**config.mk**
```make
export PLATFORM = sky130hd
export DESIGN_NAME = sph_cell
export DESIGN_NICKNAME = d
export VERILOG_FILES = /design/src/rtl/core/sph_pkg.sv /design/src/rtl/core/sph_cell.sv
export SDC_FILE = /design/constraint.sdc
export NUM_CORES = 2
export LEC_CHECK = 0
export ABC_CLOCK_PERIOD_IN_PS = 2100
export BUFFER_PORTS_ARGS = -buffer_cell sky130_fd_sc_hd__clkbuf_2
export CAP_MARGIN = 10
export CORE_AREA = 3 3 651 653
export CTS_BUF_LIST = sky130_fd_sc_hd__clkbuf_8
export DETAILED_ROUTE_END_ITERATION = 10
export DIE_AREA = 0 0 654 656
export PLACE_DENSITY_LB_ADDON = 0.05
export SLEW_MARGIN = 40
export SYNTH_ARGS = -nofsm -noshare
export SYNTH_HDL_FRONTEND = slang
export SYNTH_SLANG_ARGS = --single-unit
```
**constraint.sdc**
```tcl
create_clock -name clk -period 2.1 [get_ports clk]
set_clock_uncertainty 0.2 [all_clocks]
set_input_delay 0.21 -clock clk [delete_from_list [all_inputs] [get_ports clk]]
set_output_delay 0.21 -clock clk [all_outputs]
set_load 0.02 [all_outputs]
```
**src/rtl/core/sph_pkg.sv**
```systemverilog
// Shared types, constants and round functions for the SipHash-2-4 tag check.
// No dependencies; sph_cell, sph_out, the top level and the bench import it.
`timescale 1ns / 1ps
`default_nettype none

package sph_pkg;

    // Initialization constants
    localparam logic [63:0] SPH_C0 = 64'h736f6d6570736575;
    localparam logic [63:0] SPH_C1 = 64'h646f72616e646f6d;
    localparam logic [63:0] SPH_C2 = 64'h6c7967656e657261;
    localparam logic [63:0] SPH_C3 = 64'h7465646279746573;

    // Final length block (64 bytes in the top byte) and finalization mask
    localparam logic [63:0] SPH_LEN_BLOCK = 64'h4000000000000000;
    localparam logic [63:0] SPH_FIN_XOR   = 64'h00000000000000ff;

    localparam int SPH_MSG_WORDS = 8;
    // Nine absorbs of two rounds, four final rounds, two half-round cells each
    localparam int SPH_ABSORB_CELLS = (SPH_MSG_WORDS + 1) * 4;
    localparam int SPH_NUM_CELLS    = SPH_ABSORB_CELLS + 4 * 2;

    typedef struct packed {
        logic [63:0] a;
        logic [63:0] b;
        logic [63:0] c;
        logic [63:0] d;
    } sph_state_t;

    // One beat as it travels down the cell row
    typedef struct packed {
        sph_state_t                          st;
        logic [SPH_MSG_WORDS-1:0][63:0]      words;
        logic [63:0]                         expected;
    } sph_beat_t;

    // Per-cell role, fixed by the cell's place in the row
    typedef struct packed {
        logic first_half;
        logic pre_xor;
        logic post_xor;
        logic fin_xor;
    } sph_ctrl_t;

    function automatic logic [63:0] sph_rotl(input logic [63:0] w, input int unsigned n);
        sph_rotl = (w << n) | (w >> (64 - n));
    endfunction

    // First half of a SipRound: two independent adds
    function automatic sph_state_t sph_half_a(input sph_state_t s);
        sph_state_t r;
        r   = s;
        r.a = r.a + r.b;
        r.b = sph_rotl(r.b, 13) ^ r.a;
        r.a = sph_rotl(r.a, 32);
        r.c = r.c + r.d;
        r.d = sph_rotl(r.d, 16) ^ r.c;
        sph_half_a = r;
    endfunction

    // Second half of a SipRound: two independent adds
    function automatic sph_state_t sph_half_b(input sph_state_t s);
        sph_state_t r;
        r   = s;
        r.a = r.a + r.d;
        r.d = sph_rotl(r.d, 21) ^ r.a;
        r.c = r.c + r.b;
        r.b = sph_rotl(r.b, 17) ^ r.c;
        r.c = sph_rotl(r.c, 32);
        sph_half_b = r;
    endfunction

    // Role of the cell at a given place in the row
    function automatic sph_ctrl_t sph_cell_ctrl(input logic [5:0] idx);
        sph_ctrl_t c;
        logic      absorb;
        absorb       = (idx < 6'(SPH_ABSORB_CELLS));
        c.first_half = (idx[0] == 1'b0);
        c.pre_xor    = absorb && (idx[1:0] == 2'b00);
        c.post_xor   = absorb && (idx[1:0] == 2'b11);
        c.fin_xor    = (idx == 6'(SPH_ABSORB_CELLS - 1));
        sph_cell_ctrl = c;
    endfunction

endpackage

`default_nettype wire

```
**src/rtl/core/sph_cell.sv**
```systemverilog
// One cell of the SipHash row: a registered half-round with optional absorb.
// Depends on sph_pkg for the beat type, control struct and round functions.
`timescale 1ns / 1ps
`default_nettype none

module sph_cell
    import sph_pkg::*;
(
    input  wire logic      clk,
    input  wire logic      rst_n,
    input  wire logic      advance,
    input  wire sph_ctrl_t ctrl,
    input  wire logic      vld_in,
    input  wire sph_beat_t beat_in,
    output logic           vld_out,
    output sph_beat_t      beat_out
);

    logic      vld_reg;
    sph_beat_t beat_reg;
    sph_beat_t beat_next;

    // Inject word, half-round, close absorb, shift word queue, final XOR
    always_comb
    begin
        sph_state_t                     s;
        logic [SPH_MSG_WORDS-1:0][63:0] w;
        s = beat_in.st;
        w = beat_in.words;
        if (ctrl.pre_xor)
        begin
            s.d = s.d ^ w[0];
        end
        if (ctrl.first_half)
        begin
            s = sph_half_a(s);
        end
        else
        begin
            s = sph_half_b(s);
        end
        if (ctrl.post_xor)
        begin
            s.a = s.a ^ w[0];
            w   = {SPH_LEN_BLOCK, w[SPH_MSG_WORDS-1:1]};
        end
        if (ctrl.fin_xor)
        begin
            s.c = s.c ^ SPH_FIN_XOR;
        end
        beat_next.st       = s;
        beat_next.words    = w;
        beat_next.expected = beat_in.expected;
    end

    // Hold the valid bit while the row is stalled
    always_ff @(posedge clk or negedge rst_n)
    begin
        if (!rst_n)
        begin
            vld_reg <= 1'b0;
        end
        else if (advance)
        begin
            vld_reg <= vld_in;
        end
    end

    // Payload moves with the row, no reset needed
    always_ff @(posedge clk)
    begin
        if (advance)
        begin
            beat_reg <= beat_next;
        end
    end

    assign vld_out  = vld_reg;
    assign beat_out = beat_reg;

endmodule

`default_nettype wire

```
* After elaboration in Yosys (flattened, before gate mapping)
Index checks and enable logic that the tools add are counted.
** Word-level totals
- Bits in registers :: 833
- Logic and storage cells :: 36
** Cells by class
- $add $sub $neg :: 4
- Muxes and demuxes :: 5
- Bitwise operators :: 13
** Operators with widths (number)
- $mux W448 :: 1
- $xor A64 B64 Y64 :: 6
- $add A64 B64 Y64 :: 4
- $mux W256 :: 1
- $mux W64 :: 2
- $or A64 B32 Y64 :: 2
- $or A64 B13 Y64 :: 1
- $or A64 B16 Y64 :: 1
- $or A64 B17 Y64 :: 1
- $or A64 B21 Y64 :: 1
- $mux W8 :: 1
- $not A8 Y8 :: 1

* Longest topological paths before layout
- Depth after elaboration :: 7
- Mapped depth :: 19
- Gate-level depth less buffers :: 17

* Worst setup path before layout
OpenSTA, ideal clock, no wires.
- Path type :: input to register
- Start point :: input ctrl[2] (netlist bit)
- End point :: register beat_reg, in the netlist beat_out[818], data pin
- Setup time :: 259 ps
- Arrival :: 4204 ps
- Data required time :: 1641 ps
- Setup slack :: -2563 ps
- Cell stages on the path :: 19
- Path buffers :: 2
- Cells stage by stage :: clkbuf_1 > clkbuf_1 > nand2_1 > xor2_1 > inv_1 > ha_1 > fa_1 > a211oi_2 > o21ai_4 > o311ai_4 > a21boi_1 > o311ai_2 > o21bai_1 > a21oi_1 > o21ai_1 > a311o_1 > xnor2_1 > o21ai_0 > xnor2_1
** RTL lines
- start: declaration :: RTL line sph_cell.sv:12 : input wire sph_ctrl_t ctrl,
- end signal: assignment :: RTL line sph_cell.sv:74 : beat_reg <= beat_next;
- end: declaration :: RTL line sph_cell.sv:20 : sph_beat_t beat_reg;

==> flow_metrics.tcl <==
set metrics [dict create \
    status "finished with violations" \
    violations "negative hold slack, negative setup slack" \
    r2r_start "vld_out" \
    drtIter0Drc 3714 \
    die-width_um 654 \
    seq_area_um2 25000 \
    peakVddDrop_uv 431 \
    coreArea_um2 419000 \
    p_per_area_nw_per_um2 768 \
    crit_type "input pin to register" \
    drv_cap 0 \
    drc_errors 0 \
    final.fill_count 45000 \
    grt_start_max_net_pins 77 \
    placed_cells 13700 \
    placed_area_um2 84500 \
    pin_count 1673 \
    combPwrFrac 0.529 \
    finalInstanceArea_um2 114000 \
    synthCells 4642 \
    yosys-top-cells-area "edfxtp_1 (48%), mux2_2 (10%), xnor2_1 (6.3%)" \
    synthMuxAreaShare 0.114 \
    syn_area_per_cell_um2 11.3 \
    start_util 0.125 \
    p_seq_frac 0.261 \
    viasPerCell 3.90 \
    drive_above_1_share 0.546 \
    ant_nets 0 \
    area_growth_pct 117 \
    cts-htree-levels 4 \
    crit_chain "buf_16 -> buf_16 -> buf_12 -> nand2_4 -> xor2_2 -> inv_2 -> ha_4 -> buf_4 -> a21o_1 -> a21o_1 -> a21oi_4 -> buf_6 -> a2111oi_4 -> a211oi_4 -> o41ai_4 -> a21oi_2 -> o31a_1 -> buf_6 -> o311ai_4 -> xor2_2 -> buf_6 -> xnor2_4 -> mux2i_1" \
    synth_fa_ha_area_frac 0.0636 \
    drv_slew 0 \
    fin_nets 11100 \
    p_leak_nw 48.7 \
    endpoint_kind "register" \
    grt_pass1_vias 65000 \
    p_int_w 0.0507 \
    fin_cells 15700 \
    final-setup-viol-count 357 \
    port_buffers 1672 \
    ys_seq_area_frac 0.477 \
    clockBufferDepth 4 \
    cp_slowest_cell "o41ai_4" \
    cp.required_ns 2.65 \
    regToRegEndpoint "vld_out" \
    worstMarginPinSlew_ns 0.825 \
    rsz0062_at_grt "true" \
    overflow 0 \
    routed_wl_mm 534 \
    clock_latency_ns 1.03 \
    startpoint_type "input pin" \
    crit_path_max_incr_delay_ns 0.44 \
    root_buffer "clkbuf_8" \
    hold_path_end "beat_out[695]" \
    async_reset_ff_frac 0.00120 \
    synth_nets 5746 \
    crit_top_cell "buf_6" \
    gp_congestion 0.903 \
    hold_depth 5 \
    grt_usage 0.241 \
    ys.flop_type "edfxtp_1" \
    grt_pass1_wl_mm 675 \
    period_minus_slack_ns 3.73 \
    finalHoldViolCount 2 \
    worstPathArrival_ns 4.28 \
    yosysTopAreaCell "edfxtp_1" \
    setup_tns_ns -254.22 \
    hold-worst-slack_ns -0.0837 \
    num_rows 238 \
    clkPwrFrac 0.210 \
    synthSimpleGateAreaFrac 0.0867 \
    switching_power_w 0.0365 \
    synth_xor_area_frac 0.108 \
    min_from "beat_in[695]" \
    synth_top_family_by_area "compound AO/OA/AOI/OAI gates" \
    cts_tree "yes" \
    cts.sinks 833 \
    power_w 0.0872 \
    die_y_um 656 \
    r2r_cells 2 \
    synth-seq-cells 833 \
    cts.clk_slew.worst_paths_ns 0.07 \
    fmax_mhz 268 \
    setup_slack_ns -1.63 \
    dp_hpwl_mm 464 \
    multi_input_area_um2 34700 \
    synth_top_area_share 0.477 \
    first_pass_iters 5 \
    synth_area_um2 52400 \
    period_share 1.78 \
    numCtsBuffers 188 \
    die_area_um2 429000 \
    routedWlPerCell_um 34.1 \
    hold_class "input pin to register" \
    cp_top_family "compound AO/OA/AOI/OAI gates" \
    synth_cell_types 89 \
    reg2reg_slack_ns 0.60 \
    critPathLaunch "ctrl[2]" \
    synth_edf_count 832 \
    synth_compound_area_frac 0.126 \
    cp_num_buf_inv 8 \
    routed-via-count 61100 \
    antenna_found_initial 158 \
    p_sw_frac 0.419 \
    ys_warn_count 0 \
    relSlewSlack 0.446 \
    critPathMaxFanout 8 \
]
power groups by stage:
stage | registers, W | logic (W) | clock network, W
after floorplan | 0.0247 | 0.00973 | 0
after global placement | 0.0232 | 0.0375 | 0
after detailed placement | 0.0231 | 0.0372 | 0
after CTS | 0.0228 | 0.0456 | 0.0192
after global routing | 0.0229 | 0.0481 | 0.0198
final | 0.0227 | 0.0462 | 0.0183
cells in the final DEF, fill, tap and decap left out, types with 46 or more instances in the layout:
cell              n
inv_1           143
clkbuf_8        209
xnor2_1         213
a21oi_2          81
edfxtp_1        832
buf_4          1795
a21oi_4          56
a21o_1          172
ha_1            144
xnor2_2         103
mux2_2          449
xor2_2           54
clkbuf_2       1616
nor2b_1          85
clkinv_1         50
nand2_1         331
buf_6           210
xnor2_4          60
dlygate4sd3_1  1492
xor2_1          168
o21ai_0          97
buf_12          144
o21ai_2          46
nor2_1          198
o21bai_1         50
nand4_1          74
ha_4            109
a21oi_1         232
worst max-delay path by stage:
| stage | to | slack [ns] | cells after the start |
|---|---|---|---|
| after floorplan | beat_out[818] | -2.10 | 19 |
| after global placement | beat_out[603] | -3.40 | 25 |
| after detailed placement | beat_out[827] | -3.43 | 20 |
| after CTS | beat_out[818] | -1.44 | 22 |
| after global routing | beat_out[636] | -1.73 | 23 |
| final | beat_out[636] | -1.63 | 23 |
synth_stat cells (5+ instances only):
master	instances
a21boi_0	9
nand2_1	420
a21o_1	172
a31oi_1	27
a41oi_1	9
nor4_1	9
xor2_1	258
a211oi_1	23
mux2i_1	72
o21ai_0	203
a21oi_1	363
ha_1	260
inv_1	129
nor2b_1	88
o31ai_1	15
a221oi_1	15
edfxtp_1	832
nand4_1	74
or2_2	6
o221ai_1	6
nor2_1	233
and3_1	19
nand2b_1	18
and4_1	12
nand3_1	38
xnor2_1	375
o21bai_1	61
mux2_2	468
o211ai_1	12
or3_1	11
a211o_1	7
clkbuf_1	184
a221o_1	6
buf_1	19
o21ai_1	13
nor3_1	33
buf_2	6
and2_1	14
o21a_1	21
a21oi_2	5
a311oi_1	5
flip-flops by register name (all words and copies together) (netlist names):
| name | cells |
|---|---|
| vld_out | 1 |
| beat_out | 832 |
area by class of cell:
class | instances | share of cell area
Inverter | 130 | 0.00449
Clock buffer | 188 | 0.0228
Timing Repair Buffer | 5343 | 0.379
Tap cell | 5520 | 0.0608
Clock inverter | 138 | 0.00701
Multi-Input combinational cell | 3468 | 0.305
Sequential cell | 833 | 0.220
Antenna cell | 45 | 0.000992
stage by stage:
stage / setup slack (ns) / utilization / hold WS, ns
floorplan: -2.10 / - / -0.286
global placement: -3.40 / 0.202 / -0.209
detailed placement: -3.43 / 0.202 / -0.209
CTS: -1.44 / 0.267 / -0.213
global route: -1.73 / 0.271 / -0.104
finish: -1.63 / 0.271 / -0.0837
worst min-delay path, stage by stage:
cell      delay [ns]
clkbuf_2        0.18
ha_1            0.18
buf_4           0.18
xnor2_1         0.14
mux2_4          0.14
routing by layer:
layer,up-vias,share of wire,GRT usage
li1,27800,-,-
met3,521,0.045,0.0325
met2,1922,0.49,0.420
met4,32,0.032,0.0698
met1,30800,0.43,0.307
met5,-,0.00041,0
repair_timing:
item                                    CTS  global route
endpoints found under the hold margin  1662             9
hold buffers                           1492             5
cloned                                    2             0
setup endpoints to repair               917           618
resized for setup                      1457           253
setup buffers                           198            80
pin swaps                               400           209
logic make-up after synthesis:
logic type / count (synthesis)
adders and majority gates: 264
DFF: 833
muxes: 540
buffers and inverters: 341
xor gates and xnor gates: 638
AOI/OAI and AO/OA: 1034
and+or+nand+nor: 992
Note: power is estimated with default switching activity, not from simulation.
