**src/rtl/core/sph_pkg.sv**
```systemverilog
// Shared types, constants and round functions for the SipHash-2-4 tag check.
// No dependencies; sph_cell, sph_out, the top level and the bench import it.
`timescale 1ns / 1ps
`default_nettype none

package sph_pkg;

    // Initialization constants
    localparam logic [63:0] SPH_C0 = 64'h736f6d6570736575;
    localparam logic [63:0] SPH_C1 = 64'h646f72616e646f6d;
    localparam logic [63:0] SPH_C2 = 64'h6c7967656e657261;
    localparam logic [63:0] SPH_C3 = 64'h7465646279746573;

    // Final length block (64 bytes in the top byte) and finalization mask
    localparam logic [63:0] SPH_LEN_BLOCK = 64'h4000000000000000;
    localparam logic [63:0] SPH_FIN_XOR   = 64'h00000000000000ff;

    localparam int SPH_MSG_WORDS = 8;
    // Nine absorbs of two rounds, four final rounds, two half-round cells each
    localparam int SPH_ABSORB_CELLS = (SPH_MSG_WORDS + 1) * 4;
    localparam int SPH_NUM_CELLS    = SPH_ABSORB_CELLS + 4 * 2;

    typedef struct packed {
        logic [63:0] a;
        logic [63:0] b;
        logic [63:0] c;
        logic [63:0] d;
    } sph_state_t;

    // One beat as it travels down the cell row
    typedef struct packed {
        sph_state_t                          st;
        logic [SPH_MSG_WORDS-1:0][63:0]      words;
        logic [63:0]                         expected;
    } sph_beat_t;

    // Per-cell role, fixed by the cell's place in the row
    typedef struct packed {
        logic first_half;
        logic pre_xor;
        logic post_xor;
        logic fin_xor;
    } sph_ctrl_t;

    function automatic logic [63:0] sph_rotl(input logic [63:0] w, input int unsigned n);
        sph_rotl = (w << n) | (w >> (64 - n));
    endfunction

    // First half of a SipRound: two independent adds
    function automatic sph_state_t sph_half_a(input sph_state_t s);
        sph_state_t r;
        r   = s;
        r.a = r.a + r.b;
        r.b = sph_rotl(r.b, 13) ^ r.a;
        r.a = sph_rotl(r.a, 32);
        r.c = r.c + r.d;
        r.d = sph_rotl(r.d, 16) ^ r.c;
        sph_half_a = r;
    endfunction

    // Second half of a SipRound: two independent adds
    function automatic sph_state_t sph_half_b(input sph_state_t s);
        sph_state_t r;
        r   = s;
        r.a = r.a + r.d;
        r.d = sph_rotl(r.d, 21) ^ r.a;
        r.c = r.c + r.b;
        r.b = sph_rotl(r.b, 17) ^ r.c;
        r.c = sph_rotl(r.c, 32);
        sph_half_b = r;
    endfunction

    // Role of the cell at a given place in the row
    function automatic sph_ctrl_t sph_cell_ctrl(input logic [5:0] idx);
        sph_ctrl_t c;
        logic      absorb;
        absorb       = (idx < 6'(SPH_ABSORB_CELLS));
        c.first_half = (idx[0] == 1'b0);
        c.pre_xor    = absorb && (idx[1:0] == 2'b00);
        c.post_xor   = absorb && (idx[1:0] == 2'b11);
        c.fin_xor    = (idx == 6'(SPH_ABSORB_CELLS - 1));
        sph_cell_ctrl = c;
    endfunction

endpackage

`default_nettype wire

```
**src/rtl/core/sph_out.sv**
```systemverilog
// Output stage: folds the final state into the tag, compares, holds the beat.
// Depends on sph_pkg for the beat type.
`timescale 1ns / 1ps
`default_nettype none

module sph_out
    import sph_pkg::*;
(
    input  wire logic      clk,
    input  wire logic      rst_n,
    input  wire logic      vld_in,
    input  wire sph_beat_t beat_in,
    input  wire logic      ready,
    output logic           advance,
    output logic           valid,
    output logic [63:0]    hash_tag,
    output logic           tag_match
);

    logic        vld_reg;
    logic [63:0] tag_reg;
    logic        match_reg;
    logic [63:0] tag_next;

    // Move when the output slot is empty or being drained this cycle
    assign advance  = !vld_reg || ready;
    assign tag_next = beat_in.st.a ^ beat_in.st.b ^ beat_in.st.c ^ beat_in.st.d;

    always_ff @(posedge clk or negedge rst_n)
    begin
        if (!rst_n)
        begin
            vld_reg <= 1'b0;
        end
        else if (advance)
        begin
            vld_reg <= vld_in;
        end
    end

    // Capture tag and comparison result
    always_ff @(posedge clk)
    begin
        if (advance)
        begin
            tag_reg   <= tag_next;
            match_reg <= (tag_next == beat_in.expected);
        end
    end

    assign valid     = vld_reg;
    assign hash_tag  = tag_reg;
    assign tag_match = match_reg;

endmodule

`default_nettype wire

```
**config.mk**
```make
export PLATFORM = sky130hd
export DESIGN_NAME = sph_out
export DESIGN_NICKNAME = d
export VERILOG_FILES = /design/src/rtl/core/sph_pkg.sv /design/src/rtl/core/sph_out.sv
export SDC_FILE = /design/constraint.sdc
export NUM_CORES = 1
export LEC_CHECK = 0
export BUFFER_PORTS_ARGS = -buffer_cell sky130_fd_sc_hd__buf_2
export CAP_MARGIN = 10
export CORE_AREA = 2 2 353 355
export DETAILED_ROUTE_END_ITERATION = 7
export DIE_AREA = 0 0 355 357
export GPL_ROUTABILITY_DRIVEN = 0
export SLEW_MARGIN = 20
export SYNTH_ARGS = -nofsm -noshare
export SYNTH_HDL_FRONTEND = slang
export SYNTH_SLANG_ARGS = --single-unit
```
**constraint.sdc**
```tcl
create_clock -name clk -period 3.2 [get_ports clk]
set_clock_uncertainty 0.2 [all_clocks]
set_input_delay 0.32 -clock clk [delete_from_list [all_inputs] [get_ports clk]]
set_output_delay 0.32 -clock clk [all_outputs]
set_load 0.03 [all_outputs]
```
# ---- Word level (Yosys, flattened, before mapping)
# Cells that the tools add are included.
dict set report totals {
  regBits 66
  word_cells 9
}
dict set report op_classes {
  n_eq_ne 1
  bitwise 3
  reduce_logical 2
}
# operator count
set op_table {}
lappend op_table {{64-bit XOR} 3}
lappend op_table {{64-bit equality test} 1}
lappend op_table {{1-bit logical NOT} 1}
lappend op_table {{1-bit logical OR} 1}

# ---- Longest topological paths before layout
# Gate-level depths: netlist of the first run.
dict set report depth {
  depth_word 4
  ltp_mapped 5
}

# ---- Worst setup path before layout of the first run
# No wires, ideal clock.
dict set report synth_timing {
  kind {reg2reg}
  start {reg vld_reg, in the netlist valid}
  end {reg tag_reg[0], in the netlist hash_tag[0], enable pin}
  arrival_time_ns 2.244
  required_time_ns 2.555
  setup_slack_ns 0.311
  path_stages_with_launch 2
  synth_period_minus_slack_ns 2.889
  path_cell_list {dfrtp_1 > nand2b_1}
}
dict set report synth_via {
  elab_chain_len 2
}
# element line_no
set synth_rtl {}
lappend synth_rtl {{start, declared} sph_out.sv:20} ;# logic vld_reg;
lappend synth_rtl {{start signal, assigned} sph_out.sv:37} ;# vld_reg <= vld_in;
lappend synth_rtl {{1-bit logical NOT} sph_out.sv:26} ;# assign advance = !vld_reg || ready;
lappend synth_rtl {{1-bit logical OR} sph_out.sv:26}
lappend synth_rtl {{net advance} sph_out.sv:14} ;# output logic advance,
lappend synth_rtl {{end signal, assigned} sph_out.sv:46} ;# tag_reg <= tag_next;
lappend synth_rtl {{end, declared} sph_out.sv:21} ;# logic [63:0] tag_reg;
# The timed path passes the listed nets, and every way through them passes these cells.
# A chain may end at the register's enable or synchronous reset.

# ---- Final worst setup path of the first run
dict set report layout_timing {
  start {in beat_in[646] (netlist name)}
  end {reg match_reg, in the netlist tag_match, data pin}
}
dict set report layout_via {
  elab_chain_len 3
}
# element line_no
set layout_rtl {}
lappend layout_rtl {{start, declared} sph_out.sv:12} ;# input wire sph_beat_t beat_in,
lappend layout_rtl {{64-bit XOR (2 in series)} sph_out.sv:27} ;# assign tag_next = beat_in.st.a ^ beat_in.st.b ^ beat_in.st.c ^ beat_in.st.d;
lappend layout_rtl {{64-bit equality test} sph_out.sv:47} ;# match_reg <= (tag_next == beat_in.expected);
lappend layout_rtl {{end signal, assigned} sph_out.sv:47}
lappend layout_rtl {{end, declared} sph_out.sv:22} ;# logic match_reg;
# Every way passes these cells.

==> impl_metrics.py, run 1 <==
metrics = {
    "setup_path": {
        "start_kind": "input port",
        "worstSetupPathType": "input port to flip-flop",
        "worst-path-buf-inv": 2,
        "crit_chain": "buf_2 -> xor2_1 -> xor3_1 -> nand4_1 -> nor4_1 -> buf_4 -> and4_1",
        "worstPathMaxFanout": 2,
        "crit-reg2reg-capture": "hash_tag[45]",
        "r2r_setup_slack_ns": 1.57,
        "critPathMaxStageDelay_ns": 0.74,
        "cp_slowest_cell": "nor4_1",
        "worstPathRequired_ns": 3.25,
        "cp-end-kind": "flip-flop",
        "critical_path_arrival_ns": 2.45,
        "r2r_cells": 2,
        "r2r_start": "valid",
        "crit_family": "simple AND/OR/NAND/NOR gates",
    },
    "sta": {
        "tightestPinTransition_ns": 0.820,
        "timing.fmax_mhz": 416,
        "hold_viol_final": 0,
        "fin_crit_sh_pct": 75.1,
        "grt_setup_unrepaired": "no",
        "setup_viol": 0,
        "drv_slew": 0,
        "fin_ws_ns": 0.798,
        "post-route-min-period_ns": 2.40,
        "slew_headroom_pct": 44.8,
        "fin_tns_setup_ns": 0,
    },
    "pwr": {
        "vdd_drop_max_uv": 224,
        "p_leak_nw": 4.08,
        "power_per_cell_area_nw_per_um2": 415,
    },
    "cells_and_area": {
        "fillers": 14400,
        "syn_to_final_growth_pct": 84.5,
        "instances_no_fill": 2440,
        "regArea_um2": 1980,
        "multiInputGateArea_um2": 3500,
        "drive_above_1_share_pct": 58.6,
        "nets": 1620,
    },
    "outcome": {
        "status": "completed",
    },
    "clock_tree": {
        "cts_tree": "yes",
        "clkLatencyLatePin_ns": 0.38,
        "clk_pin_slew_ns": 0.07,
        "cts_resized": 0,
        "hold_buffers": 3,
        "root_buffer": "clkbuf_16",
        "cts_sinks": 66,
        "clockBufferDepth": 2,
        "numCtsBuffers": 9,
        "post_cts_buffers": 0,
        "h-tree-depth": 3,
    },
    "logic_synthesis": {
        "ys_ff_latch": 66,
        "avgSynthCellArea_um2": 15.9,
        "syn_inst": 345,
        "ys_warn_count": 0,
        "synth_fp_nets": 1181,
        "synth_xor_area_share_pct": 61.2,
        "ys_types": 11,
        "syn-cell-area_um2": 5470,
        "ys_seq_area_share_pct": 36.1,
        "synth-compound-area-share_pct": 0,
        "synthMuxAreaShare_pct": 0,
        "synth_top_family_by_area": "XOR/XNOR gates",
        "synth_fa_ha_area_share_pct": 0,
        "yosys.area_share.simple_pct": 2.68,
    },
    "routing": {
        "drtPass1Iterations": 4,
        "wirelength_um": 41700,
        "routed_via_density": 1.85,
        "drtIter0Drc": 112,
        "vias": 4525,
        "wire_per_inst_um": 17.1,
        "drc": 0,
        "ant_nets": 0,
    },
    "place": {
        "dpl_worst_slack_ns": 0.324,
        "hpwlAfterDp_um": 38600,
        "dpl.cell_count": 2407,
        "port_buffers": 390,
    },
    "grt": {
        "grt_pass1_wl_um": 49600,
        "grt_pass1_vias": 4698,
        "groute.layer.met1.usage_pct": 8.50,
        "grt_max_degree": 35,
        "top_usage_layer": "met2",
        "overflow": 0,
        "grtUsageMet2_pct": 9.04,
        "grtUsageMet3_pct": 3.25,
        "antenna_found_initial": 39,
        "track_usage_pct": 6.43,
    },
    "floorplanning": {
        "coreArea_um2": 123000,
        "start_util_pct": 4.45,
        "rows": 129,
        "dieWidth_um": 355,
        "ioPinCount": 903,
        "die_area_um2": 127000,
        "fp.dieH_um": 357,
    },
    "run": {
        "drv_cap": 0,
    },
    "min_path": {
        "holdPathEnd": "hash_tag[39]",
        "worstHoldStart": "beat_in[807]",
        "min_path_type": "input port to flip-flop",
        "min_path_cells": 3,
    },
}
==> how the worst max path moves through the flow <==
stage	startpoint	end	slack (ns)	cells past startpoint
after floorplan	valid	hash_tag[0]	0.31	1
after global placement	beat_in[646]	tag_match	0.28	7
after detailed placement	beat_in[646]	tag_match	0.32	7
after CTS	beat_in[646]	tag_match	0.74	7
after global routing	beat_in[646]	tag_match	0.65	7
final	beat_in[646]	tag_match	0.80	7
==> placed cells by master (no fill, tap or decap), types with 9 or more instances in the layout <==
cell,netlist,layout
buf_4,0,34
clkbuf_16,0,9
nand4_1,16,16
xnor2_1,128,128
buf_2,0,390
edfxtp_1,65,65
xor2_1,45,45
diode_2,0,14
xor2_2,19,19
xor3_1,63,63
==> metrics by stage <==
stage	power, mW	utilization (%)	hold WS [ns]	cell area [um^2]
5_1_grt	4.47	8.19	0.155	10100
2_1_floorplan	2.23	-	-0.176	5470
3_3_place_gp	3.24	7.93	-0.105	9750
3_5_place_dp	3.25	7.93	-0.104	9750
6_report	4.19	8.21	0.151	10100
4_1_cts	4.38	8.18	0.123	10100
==> state kept, by name, summed over array words and instances (netlist names) <==
signal and cells:
hash_tag 64, tag_match 1, valid 1
==> power by group <==
part / internal, mW / switching (mW)
combinational: 0.802 / 1.15
clock: 0.531 / 0.518
sequential: 1.15 / 0.0465
==> cell usage after synthesis <==
library cell,n,area share (%)
edfxtp_1,65,36
xor2_1,45,7.2
nand4_1,16,1.8
nand2b_1,2,0.23
xnor2_1,128,20
and4_1,1,0.16
xor2_2,19,5.6
nor4_1,4,0.46
dfrtp_1,1,0.46
xor3_2,1,0.46
xor3_1,63,27
==> worst reg2reg max path, stage by stage (launching register included) <==
cell and delay, ns:
dfrtp_1 0.41, nand2b_4 0.32, buf_4 0.36
==> cell families after synthesis <==
family	Yosys count
xor+xnor	256
flops	66
simple gates	23
==> layer usage <==
layer / share of wire, % / routed length (um)
met1: 46 / 19400
met3: 12 / 4900
met5: 0.23 / 95
met4: 2.7 / 1140
met2: 39 / 16200
==> final cells by class <==
class                   count  area share (%)
diodes                     14           0.347
clock buffers               9            2.23
clock inverters             7           0.508
multi-input cells         279            34.7
flip-flops and latches     66            19.6
well taps                1637            20.3
repair buffers            428            22.4
No activity file was read; power rests on OpenSTA's default activity.
==> run 2, diff against run 1 <==
Settings changed: CORE_AREA 2 2 353 355 to 2 2 356 358, DIE_AREA 0 0 355 357 to 0 0 358 360.
Clock period 3.2 ns to 1.9 ns, I/O delays scaled along.
==> run 2 against run 1 <==
  * Flip-flop and latch count stayed put
  * Global-route usage barely moved
  * Worst setup slack got worse by 0.75 ns
  * Final area rose by 11%
  * Combinational power increased by 91%
  * Critical path depth grew 1
  * Power rose by 82%
  * Clock-buffer cell count grew 1
  * Cell count is 5.9% higher
  * Sequential power is 70% higher
  * Die area grew 1.7%
==> impl_metrics.py, run 2 (synthesis results as in run 1) <==
metrics = {
    "place": {
        "dpl_worst_slack_ns": -0.843,
        "place_area_um2": 10700,
        "dpl.cell_count": 2538,
        "port_buffers": 390,
        "hpwlAfterDp_um": 39300,
    },
    "routing": {
        "ant_nets": 0,
        "vias": 4974,
        "drtPass1Iterations": 4,
        "drtIter0Drc": 102,
        "routed_via_density": 1.92,
        "wire_per_inst_um": 16.5,
        "drc": 0,
        "wirelength_um": 42500,
    },
    "clock_tree": {
        "cts_tree": "yes",
        "clockBufferDepth": 2,
        "numCtsBuffers": 9,
        "root_buffer": "clkbuf_16",
        "clkLatencyLatePin_ns": 0.36,
        "clk_pin_slew_ns": 0.07,
        "h-tree-depth": 3,
        "cts_sinks": 66,
    },
    "floorplanning": {
        "start_util_pct": 4.38,
        "ioPinCount": 903,
        "fp.dieH_um": 360,
        "die_area_um2": 129000,
        "dieWidth_um": 358,
        "coreArea_um2": 125000,
        "rows": 130,
    },
    "sta": {
        "grt_setup_unrepaired": "yes",
        "setup_viol": 0,
        "drv_slew": 0,
        "fin_crit_sh_pct": 97.3,
        "timing.fmax_mhz": 541,
        "post-route-min-period_ns": 1.85,
        "fin_ws_ns": 0.0505,
        "holdWs_ns": 0.0391,
        "hold_viol_final": 0,
        "slew_headroom_pct": 63.1,
        "fin_tns_setup_ns": 0,
        "tightestPinTransition_ns": 0.549,
    },
    "grt": {
        "grtUsageMet2_pct": 9.22,
        "track_usage_pct": 6.46,
        "antenna_found_initial": 38,
        "overflow": 0,
        "grt_max_degree": 33,
        "groute.layer.met1.usage_pct": 7.96,
        "grtUsageMet3_pct": 3.64,
        "grt_pass1_vias": 5263,
        "grt_pass1_wl_um": 51400,
        "top_usage_layer": "met2",
    },
    "setup_path": {
        "worstPathMaxFanout": 2,
        "cp_common_cell": "buf_4",
        "crit-reg2reg-capture": "valid",
        "worstSetupPathType": "input port to flip-flop",
        "critical_path_arrival_ns": 1.88,
        "crit_family": "simple AND/OR/NAND/NOR gates",
        "worstPathRequired_ns": 1.93,
        "worst-path-buf-inv": 3,
        "critPathMaxStageDelay_ns": 0.32,
        "r2r_start": "valid",
        "cp_slowest_cell": "nor4_2",
        "crit_chain": "buf_2 -> xor2_2 -> xor3_1 -> nand4_1 -> buf_4 -> nor4_2 -> buf_4 -> and4_1",
        "start_kind": "input port",
        "cp-end-kind": "flip-flop",
        "r2r_cells": 3,
        "r2r_setup_slack_ns": 0.42,
    },
    "cells_and_area": {
        "nets": 1747,
        "final_area_um2": 11200,
        "instances_no_fill": 2585,
        "largest_reg_flops": 64,
        "syn_to_final_growth_pct": 105,
        "final_util_pct": 8.99,
        "fillers": 14600,
        "layout_commonest_cell": "buf_2",
        "drive_above_1_share_pct": 65.0,
        "final_cell_mix": "buf_2, buf_4, xnor2_1, edfxtp_1, xor3_1",
    },
    "min_path": {
        "holdPathEnd": "hash_tag[31]",
        "min_path_cells": 3,
        "min_path_type": "input port to flip-flop",
        "worstHoldStart": "beat_in[799]",
    },
    "pwr": {
        "vdd_drop_max_uv": 284,
        "power_per_cell_area_nw_per_um2": 678,
        "p_leak_nw": 4.75,
        "p_total_mw": 7.62,
    },
    "run": {
        "drv_cap": 0,
    },
    "outcome": {
        "status": "completed",
    },
}
==> run 2: layout make-up <==
class	instances	area, um^2	share of cell area, %
antenna	19	47.5	0.423
clock buffer	10	229	2.04
clock inverter	6	65.1	0.579
multi-input combinational	279	3570	31.8
sequential	66	1980	17.6
tap	1650	2060	18.4
timing repair buffer	555	3280	29.2
==> run 2: timing repair <==
| action | in CTS | in global routing |
|---|---|---|
| buffers inserted | 0 | 7 |
| gates resized for setup | 9 | 3 |
| endpoints found under the setup margin | 1 | 2 |
| endpoints found under the hold margin | 2 | 0 |
| pin swaps | 2 | 0 |
| hold buffers | 4 | 0 |
| cloned | 0 | 1 |
==> run 2: worst max-delay path by stage <==
stage,cells after the start,from,endpoint,slack (ns)
after floorplan,1,valid,hash_tag[0],0.21
after global placement,7,beat_in[710],tag_match,-2.40
after detailed placement,8,beat_in[710],tag_match,-0.84
after CTS,8,beat_in[774],tag_match,0.007
after global routing,8,beat_in[701],tag_match,-0.05
final,8,beat_in[677],tag_match,0.05
==> run 2: where the power goes <==
group | switching [mW] | leakage (nW) | internal [mW]
sequential | 0.0895 | 0.665 | 1.93
combinational | 2.00 | 3.95 | 1.72
clock | 0.843 | 0.143 | 1.02
total | 2.94 | 4.75 | 4.68
==> run 2: metal layers <==
metal,wire (um),share of wire [%],up-vias
met3,5160,12,71
met1,18700,44,2176
met2,17000,40,363
met4,1490,3.5,18
li1,-,-,2346
met5,121,0.28,-
==> run 2: worst register-to-register path: stages, from the launching register on <==
cell and delay (ns):
dfrtp_1 0.40, nand2b_4 0.15, nand2b_1 0.06, dlygate4sd3_1 0.55
==> run 3, diff against run 2 <==
Settings changed: PLACE_DENSITY_LB_ADDON set to 0.05, SKIP_CTS_REPAIR_TIMING set to 1.
==> run 3 against run 2 <==
  * The flow now finishes with violations (setup timing)
  * Worst setup slack got worse by 0.16 ns
  * Maximum frequency is 8.1% lower
  * Clock-buffer cell count rose by 3
  * Non-clock buffer count is 2 higher
  * Routed wire length fell by 9.6%
  * Power is 0.22% lower
  * Global-route usage fell by 0.51 points
  * Die area is the same
  * Clock power increased by 11%
  * Critical path depth did not move
  * Core utilization hardly changed
  * Largest power group unchanged
==> impl_metrics.py, run 3 (synthesis results as in run 1) <==
metrics = {
    "sta": {
        "setup_viol": 1,
        "fin_crit_sh_pct": 106,
        "timing.fmax_mhz": 497,
        "slew_headroom_pct": 66.0,
        "fin_ws_ns": -0.112,
        "tightestPinTransition_ns": 0.507,
        "hold_viol_final": 0,
        "grt_setup_unrepaired": "yes",
        "post-route-min-period_ns": 2.01,
        "drv_slew": 0,
    },
    "setup_path": {
        "critPathLaunch": "beat_in[578]",
        "r2r_start": "valid",
        "r2r_setup_slack_ns": 0.36,
        "r2r_cells": 2,
        "worstSetupPathType": "input port to flip-flop",
        "worstPathRequired_ns": 1.97,
        "cp-end-kind": "flip-flop",
        "crit-reg2reg-capture": "hash_tag[46]",
        "start_kind": "input port",
        "worstPathMaxFanout": 2,
        "critical_path_arrival_ns": 2.08,
    },
    "pwr": {
        "p_switching_mw": 2.75,
        "p_leak_nw": 4.79,
        "p_seq_share_pct": 26.4,
        "vdd_drop_max_uv": 480,
        "pwr-share-comb_pct": 46.3,
        "p_int_mw": 4.85,
        "power_per_cell_area_nw_per_um2": 673,
        "clockPowerShare_pct": 27.3,
        "switching_share_pct": 36.2,
    },
    "outcome": {
        "status": "complete, but fails checks",
        "violations": "setup timing",
    },
    "clock_tree": {
        "root_buffer": "clkbuf_16",
        "cts_tree": "yes",
        "numCtsBuffers": 9,
        "clkLatencyLatePin_ns": 0.39,
        "clockBufferDepth": 2,
        "clk_pin_slew_ns": 0.07,
        "h-tree-depth": 3,
        "cts_sinks": 66,
    },
    "cells_and_area": {
        "fillers": 14600,
        "instances_no_fill": 2572,
        "layout_commonest_cell": "buf_2",
        "nets": 1749,
        "drive_above_1_share_pct": 65.3,
        "syn_to_final_growth_pct": 106,
        "largest_reg_flops": 64,
        "final_cell_mix": "buf_2, buf_4, xnor2_1, edfxtp_1, xor3_1",
    },
    "routing": {
        "routed_via_density": 1.87,
        "drc": 0,
        "vias": 4817,
        "wire_per_inst_um": 15.0,
        "ant_nets": 0,
        "wirelength_um": 38500,
        "drtPass1Iterations": 4,
        "drtIter0Drc": 74,
    },
    "floorplanning": {
        "dieWidth_um": 358,
        "rows": 130,
        "fp.dieH_um": 360,
        "die_area_um2": 129000,
        "start_util_pct": 4.38,
        "coreArea_um2": 125000,
        "ioPinCount": 903,
    },
    "min_path": {
        "min_path_cells": 3,
        "worstHoldStart": "beat_in[813]",
        "min_path_type": "input port to flip-flop",
        "holdPathEnd": "hash_tag[45]",
    },
    "run": {
        "drv_cap": 0,
    },
    "grt": {
        "grt_max_degree": 27,
        "grt_pass1_wl_um": 48900,
        "track_usage_pct": 5.94,
        "overflow": 0,
        "antenna_found_initial": 31,
        "grt_pass1_vias": 5350,
    },
    "place": {
        "port_buffers": 390,
        "dpl.cell_count": 2552,
        "hpwlAfterDp_um": 34900,
        "dpl_worst_slack_ns": -1.40,
    },
}
[run 3: changes by cell type in the layout (fill, tap and decap cells not counted), moves of 3 or more]
cell     previous run  this run
xnor2_4             1         4
xor2_1             44        41
diode_2            19         4
buf_2             388       385
buf_4             155       161
[run 3: worst max path at each step]
stage	end	slack (ns)	depth (start not counted)
CTS	tag_match	-0.93	6
global route	tag_match	-0.18	7
floorplan	hash_tag[0]	0.21	1
global placement	tag_match	-1.44	6
detailed placement	tag_match	-1.40	6
finish	tag_match	-0.11	8
[run 3: cell type report]
cell class	instances	area (um^2)	area share, %
timing repair buffer	557	3270	29.0
antenna	4	10.0	0.0887
multi-input combinational	279	3650	32.3
clock buffer	13	250	2.22
clock inverter	3	65.1	0.576
sequential	66	1980	17.5
tap	1650	2060	18.3
[run 3: power groups by stage]
stage          clock, mW  sequential (mW)  combinational (mW)
6_report            2.07             2.01                3.52
3_3_place_gp           0             2.05                3.68
2_1_floorplan          0             2.55                1.21
3_5_place_dp           0             2.04                3.65
5_1_grt             2.28             2.04                3.86
4_1_cts             2.29             2.02                3.67
[run 3: per-stage QoR]
stage	setup TNS [ns]	hold slack (ns)	util, %	total power, mW	area [um^2]
floorplan	0	-0.306	-	3.75	5480
global placement	-1.44	-0.233	8.62	5.73	10800
detailed placement	-1.40	-0.234	8.63	5.70	10800
CTS	-0.933	-0.717	8.88	7.99	11100
global route	-0.181	0.109	9.03	8.19	11300
finish	-0.112	0.0776	9.04	7.60	11300
[run 3: critical path, stage by stage]
cell	delay, ns
buf_6	0.10
xor2_2	0.17
buf_4	0.15
xor3_1	0.22
buf_4	0.11
nand4_1	0.38
nor4_4	0.52
and4_1	0.24
[run 3: metal layers]
metal  routed length (um)  GRT usage [%]  up-vias
li1                     -              -     2336
met1                15900           6.81     2092
met2                16400           8.94      305
met3                 5470           4.04       58
met4                  559           1.50       26
met5                  177              0        -
